**config.mk**
```make
export PLATFORM = sky130hd
export DESIGN_NAME = psg_tone_noise_synth_core
export DESIGN_NICKNAME = d
export VERILOG_FILES = /design/src/rtl/psg_pkg.sv /design/src/rtl/psg_tone_noise_synth_core.sv
export SDC_FILE = /design/constraint.sdc
export NUM_CORES = 1
export LEC_CHECK = 0
export ABC_CLOCK_PERIOD_IN_PS = 3700
export BUFFER_PORTS_ARGS = -buffer_cell sky130_fd_sc_hd__clkbuf_2
export CORE_ASPECT_RATIO = 0.5
export CORE_MARGIN = 2
export CORE_UTILIZATION = 57
export CTS_CLUSTER_DIAMETER = 30
export DETAILED_ROUTE_END_ITERATION = 8
export PLACE_DENSITY = 0.76
export SETUP_SLACK_MARGIN = 0.3
export SKIP_CTS_REPAIR_TIMING = 1
export SLEW_MARGIN = 25
export SYNTH_ARGS = -nofsm -noshare
export SYNTH_HDL_FRONTEND = slang
export SYNTH_SLANG_ARGS = --single-unit
```
**constraint.sdc**
```tcl
create_clock -name i_clk -period 3.7 [get_ports i_clk]
set_clock_uncertainty 0.2 [all_clocks]
set_input_delay 0.185 -clock i_clk [delete_from_list [all_inputs] [get_ports i_clk]]
set_output_delay 0.185 -clock i_clk [all_outputs]
set_load 0.01 [all_outputs]
```
**src/rtl/psg_pkg.sv**
```systemverilog
// Package with shared constants and types for the four-voice tone and noise generator.
package psg_pkg;

    localparam int SAMPLE_RATE = 44100;
    localparam int STEP_CLOCK  = 223722;

    localparam int QUO_W   = 18;
    localparam int CNT_W   = 5;
    localparam int PER_W   = 10;
    localparam int ACC_W   = 32;
    localparam int VOL_W   = 4;
    localparam int LFSR_W  = 15;

    localparam logic [ACC_W-1:0]  SAMPLE_RATE_W = ACC_W'(SAMPLE_RATE);
    localparam logic [QUO_W-1:0]  STEP_CLOCK_W  = QUO_W'(STEP_CLOCK);
    localparam logic [CNT_W-1:0]  DIV_LAST      = CNT_W'(QUO_W - 1);
    localparam logic [LFSR_W-1:0] LFSR_SEED     = 15'h4000;
    localparam logic [PER_W-1:0]  MIN_PERIOD    = 10'd5;
    localparam logic [7:0]        MIX_BIAS      = 8'h80;

    localparam logic OP_WRITE = 1'b0;
    localparam logic OP_TICK  = 1'b1;

    localparam logic [1:0] NOISE_VOICE = 2'd3;
    localparam logic [1:0] RATE_TONE2  = 2'd3;

    typedef enum logic [2:0] {
        S_IDLE,
        S_SEL,
        S_DIV,
        S_SUB,
        S_WRAP,
        S_DONE
    } t_state;

endpackage

```
**src/rtl/psg_tone_noise_synth_core.sv**
```systemverilog
// Top level of the four-voice tone and noise generator with a shared serial divider.
//
// A write transaction (tuser = 0) is decoded in the cycle it is accepted and the block is
// ready again on the next cycle. A tick transaction (tuser = 1) walks the four voices in
// order: each voice is checked and, if active, mixed in S_SEL, and an active voice then
// runs through the shared one-bit-per-cycle divider (S_DIV) that forms 223722 / period,
// then S_SUB subtracts the step and S_WRAP wraps the 32-bit phase accumulator. The sample
// is handed to an output register, so the next transaction can be taken while the
// previous sample still waits on the master side.
module psg_tone_noise_synth_core (
    input  logic       i_clk,
    input  logic       i_rst_n,
    input  logic       s_axis_tvalid,
    output logic       s_axis_tready,
    input  logic [7:0] s_axis_tdata,   // Bits 7:0 hold data.
    input  logic       s_axis_tuser,   // Bit 0 holds op.
    output logic       m_axis_tvalid,
    input  logic       m_axis_tready,
    output logic [7:0] m_axis_tdata    // Bits 7:0 hold sample.
);
    import psg_pkg::*;

    t_state r_state, n_state;

    logic [PER_W-1:0]  r_period [3];
    logic [PER_W-1:0]  n_period [3];
    logic [7:0]        r_rate, n_rate;
    logic [VOL_W-1:0]  r_vol [4];
    logic [VOL_W-1:0]  n_vol [4];
    logic [2:0]        r_pol, n_pol;
    logic [ACC_W-1:0]  r_acc [4];
    logic [ACC_W-1:0]  n_acc [4];
    logic [LFSR_W-1:0] r_lfsr, n_lfsr;
    logic              r_white, n_white;
    logic              r_follow, n_follow;
    logic [2:0]        r_latch, n_latch;
    logic [1:0]        r_voice, n_voice;
    logic [7:0]        r_mix, n_mix;
    logic [PER_W-1:0]  r_div, n_div;
    logic [PER_W-1:0]  r_rem, n_rem;
    logic [QUO_W-1:0]  r_quo, n_quo;
    logic [CNT_W-1:0]  r_cnt, n_cnt;
    logic              r_out_valid, n_out_valid;
    logic [7:0]        r_out_data, n_out_data;

    logic              in_fire;
    logic [PER_W-1:0]  cur_per;
    logic              cur_active;
    logic [PER_W:0]    trial;
    logic              trial_ok;
    logic              hit;
    logic              out_load;
    logic [2:0]        wr_latch;
    logic              wr_vol;
    logic [1:0]        wr_voice;

    assign s_axis_tready = (r_state == S_IDLE);
    assign in_fire       = s_axis_tvalid && s_axis_tready;
    assign m_axis_tvalid = r_out_valid;
    assign m_axis_tdata  = r_out_data;

    assign cur_per = (r_voice != NOISE_VOICE) ? r_period[r_voice] :
                     (r_follow ? r_period[2] : {2'b00, r_rate});
    assign cur_active = (r_vol[r_voice] != '0) && (cur_per >= MIN_PERIOD);
    assign trial      = {r_rem, r_quo[QUO_W-1]};
    assign trial_ok   = (trial >= {1'b0, r_div});
    assign hit        = (r_acc[r_voice] == '0) || r_acc[r_voice][ACC_W-1];
    assign out_load   = (r_state == S_DONE) && (!r_out_valid || m_axis_tready);

    assign wr_latch = s_axis_tdata[7] ? s_axis_tdata[6:4] : r_latch;
    assign wr_vol   = s_axis_tdata[7] ? s_axis_tdata[4] : r_latch[0];
    assign wr_voice = wr_latch[2:1];

    always_comb begin
        n_state = r_state;
        unique case (r_state)
            S_IDLE: begin
                if (in_fire && (s_axis_tuser == OP_TICK)) begin
                    n_state = S_SEL;
                end
            end
            S_SEL: begin
                if (cur_active) begin
                    n_state = S_DIV;
                end else if (r_voice == NOISE_VOICE) begin
                    n_state = S_DONE;
                end
            end
            S_DIV: begin
                if (r_cnt == DIV_LAST) begin
                    n_state = S_SUB;
                end
            end
            S_SUB: begin
                n_state = S_WRAP;
            end
            S_WRAP: begin
                n_state = (r_voice == NOISE_VOICE) ? S_DONE : S_SEL;
            end
            S_DONE: begin
                if (out_load) begin
                    n_state = S_IDLE;
                end
            end
            default: begin
                n_state = S_IDLE;
            end
        endcase
    end

    always_comb begin
        n_period    = r_period;
        n_rate      = r_rate;
        n_vol       = r_vol;
        n_pol       = r_pol;
        n_acc       = r_acc;
        n_lfsr      = r_lfsr;
        n_white     = r_white;
        n_follow    = r_follow;
        n_latch     = r_latch;
        n_voice     = r_voice;
        n_mix       = r_mix;
        n_div       = r_div;
        n_rem       = r_rem;
        n_quo       = r_quo;
        n_cnt       = r_cnt;
        n_out_data  = r_out_data;
        n_out_valid = (r_out_valid && !m_axis_tready) || out_load;
        unique case (r_state)
            S_IDLE: begin
                n_voice = 2'd0;
                n_mix   = MIX_BIAS;
                if (in_fire && (s_axis_tuser == OP_WRITE)) begin
                    n_latch = wr_latch;
                    if (wr_vol) begin
                        n_vol[wr_voice] = ~s_axis_tdata[3:0];
                    end else if (wr_voice != NOISE_VOICE) begin
                        if (s_axis_tdata[7]) begin
                            n_period[wr_voice] = {r_period[wr_voice][9:4], s_axis_tdata[3:0]};
                        end else begin
                            n_period[wr_voice] = {s_axis_tdata[5:0], r_period[wr_voice][3:0]};
                        end
                    end else begin
                        n_lfsr   = LFSR_SEED;
                        n_white  = s_axis_tdata[2];
                        n_follow = (s_axis_tdata[1:0] == RATE_TONE2);
                        n_rate   = 8'(8'd16 << s_axis_tdata[1:0]);
                    end
                end
            end
            S_SEL: begin
                if (cur_active) begin
                    if (r_voice == NOISE_VOICE) begin
                        n_mix = r_lfsr[0] ? r_mix + 8'(r_vol[r_voice])
                                          : r_mix - 8'(r_vol[r_voice]);
                    end else begin
                        n_mix = r_pol[r_voice] ? r_mix - 8'(r_vol[r_voice])
                                               : r_mix + 8'(r_vol[r_voice]);
                    end
                    n_div = cur_per;
                    n_rem = '0;
                    n_quo = STEP_CLOCK_W;
                    n_cnt = '0;
                end else if (r_voice != NOISE_VOICE) begin
                    n_voice = r_voice + 2'd1;
                end
            end
            S_DIV: begin
                n_rem = trial_ok ? PER_W'(trial - {1'b0, r_div}) : trial[PER_W-1:0];
                n_quo = {r_quo[QUO_W-2:0], trial_ok};
                n_cnt = r_cnt + CNT_W'(1);
            end
            S_SUB: begin
                n_acc[r_voice] = r_acc[r_voice] - ACC_W'(r_quo);
            end
            S_WRAP: begin
                if (hit) begin
                    n_acc[r_voice] = r_acc[r_voice] + SAMPLE_RATE_W;
                    if (r_voice == NOISE_VOICE) begin
                        n_lfsr = {(r_white & r_lfsr[1]) ^ r_lfsr[0], r_lfsr[LFSR_W-1:1]};
                    end else begin
                        n_pol[r_voice] = ~r_pol[r_voice];
                    end
                end
                if (r_voice != NOISE_VOICE) begin
                    n_voice = r_voice + 2'd1;
                end
            end
            S_DONE: begin
                if (out_load) begin
                    n_out_data = r_mix;
                end
            end
            default: begin
                n_voice = 2'd0;
            end
        endcase
    end

    always_ff @(posedge i_clk) begin
        if (!i_rst_n) begin
            r_state     <= S_IDLE;
            r_period    <= '{default: '0};
            r_rate      <= '0;
            r_vol       <= '{default: '0};
            r_pol       <= '0;
            r_acc       <= '{default: SAMPLE_RATE_W};
            r_lfsr      <= LFSR_SEED;
            r_white     <= 1'b0;
            r_follow    <= 1'b0;
            r_latch     <= '0;
            r_voice     <= '0;
            r_out_valid <= 1'b0;
        end else begin
            r_state     <= n_state;
            r_period    <= n_period;
            r_rate      <= n_rate;
            r_vol       <= n_vol;
            r_pol       <= n_pol;
            r_acc       <= n_acc;
            r_lfsr      <= n_lfsr;
            r_white     <= n_white;
            r_follow    <= n_follow;
            r_latch     <= n_latch;
            r_voice     <= n_voice;
            r_out_valid <= n_out_valid;
        end
    end

    always_ff @(posedge i_clk) begin
        r_mix      <= n_mix;
        r_div      <= n_div;
        r_rem      <= n_rem;
        r_quo      <= n_quo;
        r_cnt      <= n_cnt;
        r_out_data <= n_out_data;
    end

endmodule

```
==> out/metrics.cfg <==
[sta]
slew_headroom_pct=32.8
finalWorstSetupSlack_ps=-28.3
min_period_ps=3730
hold-worst-slack_ps=-42.7
drv_slew=0
period_share_pct=101
rsz0062_at_grt=yes
worst_slew_pin_slew_ps=999
hold_violations=5
clock.fmax_mhz=268
setup_viol=4

[die]
fp.dieArea_um2=26500
start_util_pct=58.9
io_pins=23
die_y_um=116
rows=40
dieWidth_um=228
core_area_um2=24300

[synthesis]
synth_top_area_cell=dfxtp_1
yosys.cell_count.top_type=dfxtp_1
synth_cell_type_count=87
synthArstFlopShare_pct=0
yosysSeqAreaShare_pct=41.2
synth.area.top_cells=dfxtp_1, edfxtp_1, mux4_2, nand2_1, nor2_1
syn_inst=1572
avgSynthCellArea_um2=9.11
synth_top_cells_by_count=dfxtp_1, nand2_1, nor2_1
syn_nets=1633
ys_ff_latch=265
synth-edff-count=59
synth_ff_type=dfxtp_1
synth_top_area_share_pct=28.8
yosys_warnings=0
syn_area_um2=14300

[cts]
cts_buffers=35
clock-sinks=265
cts.path.max_buffers=3
cts_tree=done
path_clk_slew_ps=60
clock_latency_ps=550
h-tree-depth=2
root_buffer=clkbuf_16

[setup_path]
path_class=flop to flop
cpMostUsedCell=buf_4
rr_startpoint=r_voice[0]
crit_path_cell_trace=buf_12 -> buf_4 -> mux4_2 -> ha_4 -> a21o_1 -> buf_4 -> o21ai_0 -> o21ba_4 -> o21a_4 -> a211o_1 -> buf_4 -> a21boi_4 -> o32ai_2
required_ps=3890
critPathCaptureType=flop
rrSetupSlack_ps=-30
cp.arrival_ps=3920
cp_max_fo=7
r2r-end=r_acc[29]
reg2regPathDepth=13
crit_path_start=r_voice[0]
slowest_delay_ps=580
cp_slowest_cell=mux4_2
start_kind=flop

[routing]
viasPerCell=6.77
drtIter0Drc=1598
antenna_left=0
vias=14144
remaining_drc_errors=0
wl_per_cell_um=23.1
drt-pass1-iter-count=8
wirelength_um=48300

[pwr]
combPwrFrac_pct=8.0
power_switching_mw=1.76
p_leak_nw=7.23
power_density_nw_per_um2=378
swShare_pct=24.5
clock_power_share_pct=49.6
ir_drop_mv=0.364
internal_power_mw=5.42
p_seq_share_pct=42.4

[grt]
grt_pass1_vias=12315
antenna_found_initial=0
grtUsageTotal_pct=29.2
grt_pass1_wl_um=62500
gr-total-overflow=0
grt_max_degree=69

[placement]
dp_cells=1917
io_buffers=22
place_area_um2=15200
hpwlAfterDp_um=26800
gp_congestion=0.942
pre_cts_ws_ps=-59.4

[status]
violations=negative hold slack, negative setup slack
status=finished with violations

[cells_and_area]
final_cells=2090
drive_gt1_share_pct=28.3
fin_area_um2=19000
n_antenna_cell=0
nets=1789
syn_to_final_growth_pct=32.7

[min_path]
min_path_cells=5
whs_endpoint=r_latch[1]
hold_class=input pin to flop
worstHoldStart=s_axis_tuser

[flow_run]
maxCapViolations=0

==> final cells by class <==
type | count | area (µm²)
well taps | 336 | 420
inverters | 69 | 260
clock buffers | 47 | 993
flip-flops and latches | 265 | 5900
repair buffers | 205 | 2080
fillers | 1487 | 5320
clock inverters | 16 | 218
multi-input cells | 1152 | 9130
==> cells in the final DEF, fill, tap and decap left out, types with 20 or more instances in the layout <==
master,synthesis,routed
nor3_1,37,29
mux4_2,36,36
inv_1,67,64
nor2_1,173,168
o21ai_0,73,67
clkbuf_16,0,52
buf_4,4,121
nand3_1,29,27
mux2i_1,32,31
a31oi_1,24,20
ha_1,44,31
a211oi_1,42,26
o211ai_1,40,40
o32ai_2,0,20
nand2_1,184,175
a21oi_1,65,55
clkbuf_2,0,21
edfxtp_1,59,59
dfxtp_1,206,204
==> per-stage QoR <==
step | power [mW] | util, % | TNS [ps] | hold slack [ps]
5_1_grt | 7.33 | 78.1 | -1760 | 43.2
3_5_place_dp | 3.56 | 62.6 | -291 | 244
6_report | 7.19 | 78.1 | -54.5 | -42.7
4_1_cts | 7.06 | 67.6 | -1270 | -293
2_1_floorplan | 3.44 | - | 0 | 80.6
3_3_place_gp | 3.54 | 62.6 | 0 | 241
==> critical path, delay by kind of cell, from the launching register on <==
| family | cells | cell delay (ps) |
|---|---|---|
| buffers and inverters | 4 | 550 |
| AOI/OAI and AO/OA | 7 | 1570 |
| muxes | 1 | 580 |
| DFF | 1 | 390 |
| adders and majority gates | 1 | 280 |
==> state kept, by name (all words and copies together) (netlist names), 4 cells and up <==
signal	count
r_mix	8
r_period	30
r_rem	10
r_vol	16
r_rate	4
r_cnt	5
r_lfsr	15
m_axis_tdata	8
r_div	10
r_quo	18
r_acc	128
==> power by group through the flow <==
stage                     combinational (mW)  sequential (mW)  clock, mW
after floorplan                        0.349             3.09          0
after global placement                 0.435             3.11          0
after detailed placement               0.452             3.11          0
after CTS                              0.456             3.05       3.55
after global routing                   0.618             3.05       3.67
final                                  0.575             3.04       3.56
==> cell families (layout without fill, tap and decap cells) <==
group	after synthesis	after routing	share of synthesized area, %
AND/OR/NAND/NOR	558	561	18.3
AO/OA/AOI/OAI	435	437	20.9
flip-flops	265	265	41.2
buffers and inverters	161	337	4.91
multiplexers	73	74	8.29
adder cells (fa/ha/maj)	48	48	4.40
XOR/XNOR	32	32	1.96
==> metal layers <==
metal,part of all wire [%],wire (µm),track usage (%),vias up
li1,-,-,-,6142
met1,38,18500,37.9,6813
met2,46,22300,49.8,941
met3,10,5050,5.49,248
met4,5.0,2440,10.6,0
met5,0,0,0,-
==> worst max path at each step <==
stage / to
floorplan: r_acc[59]
global placement: r_acc[108]
detailed placement: r_acc[93]
CTS: r_acc[29]
global route: r_acc[93]
finish: r_acc[29]
Power figures use the tool's default switching activity.
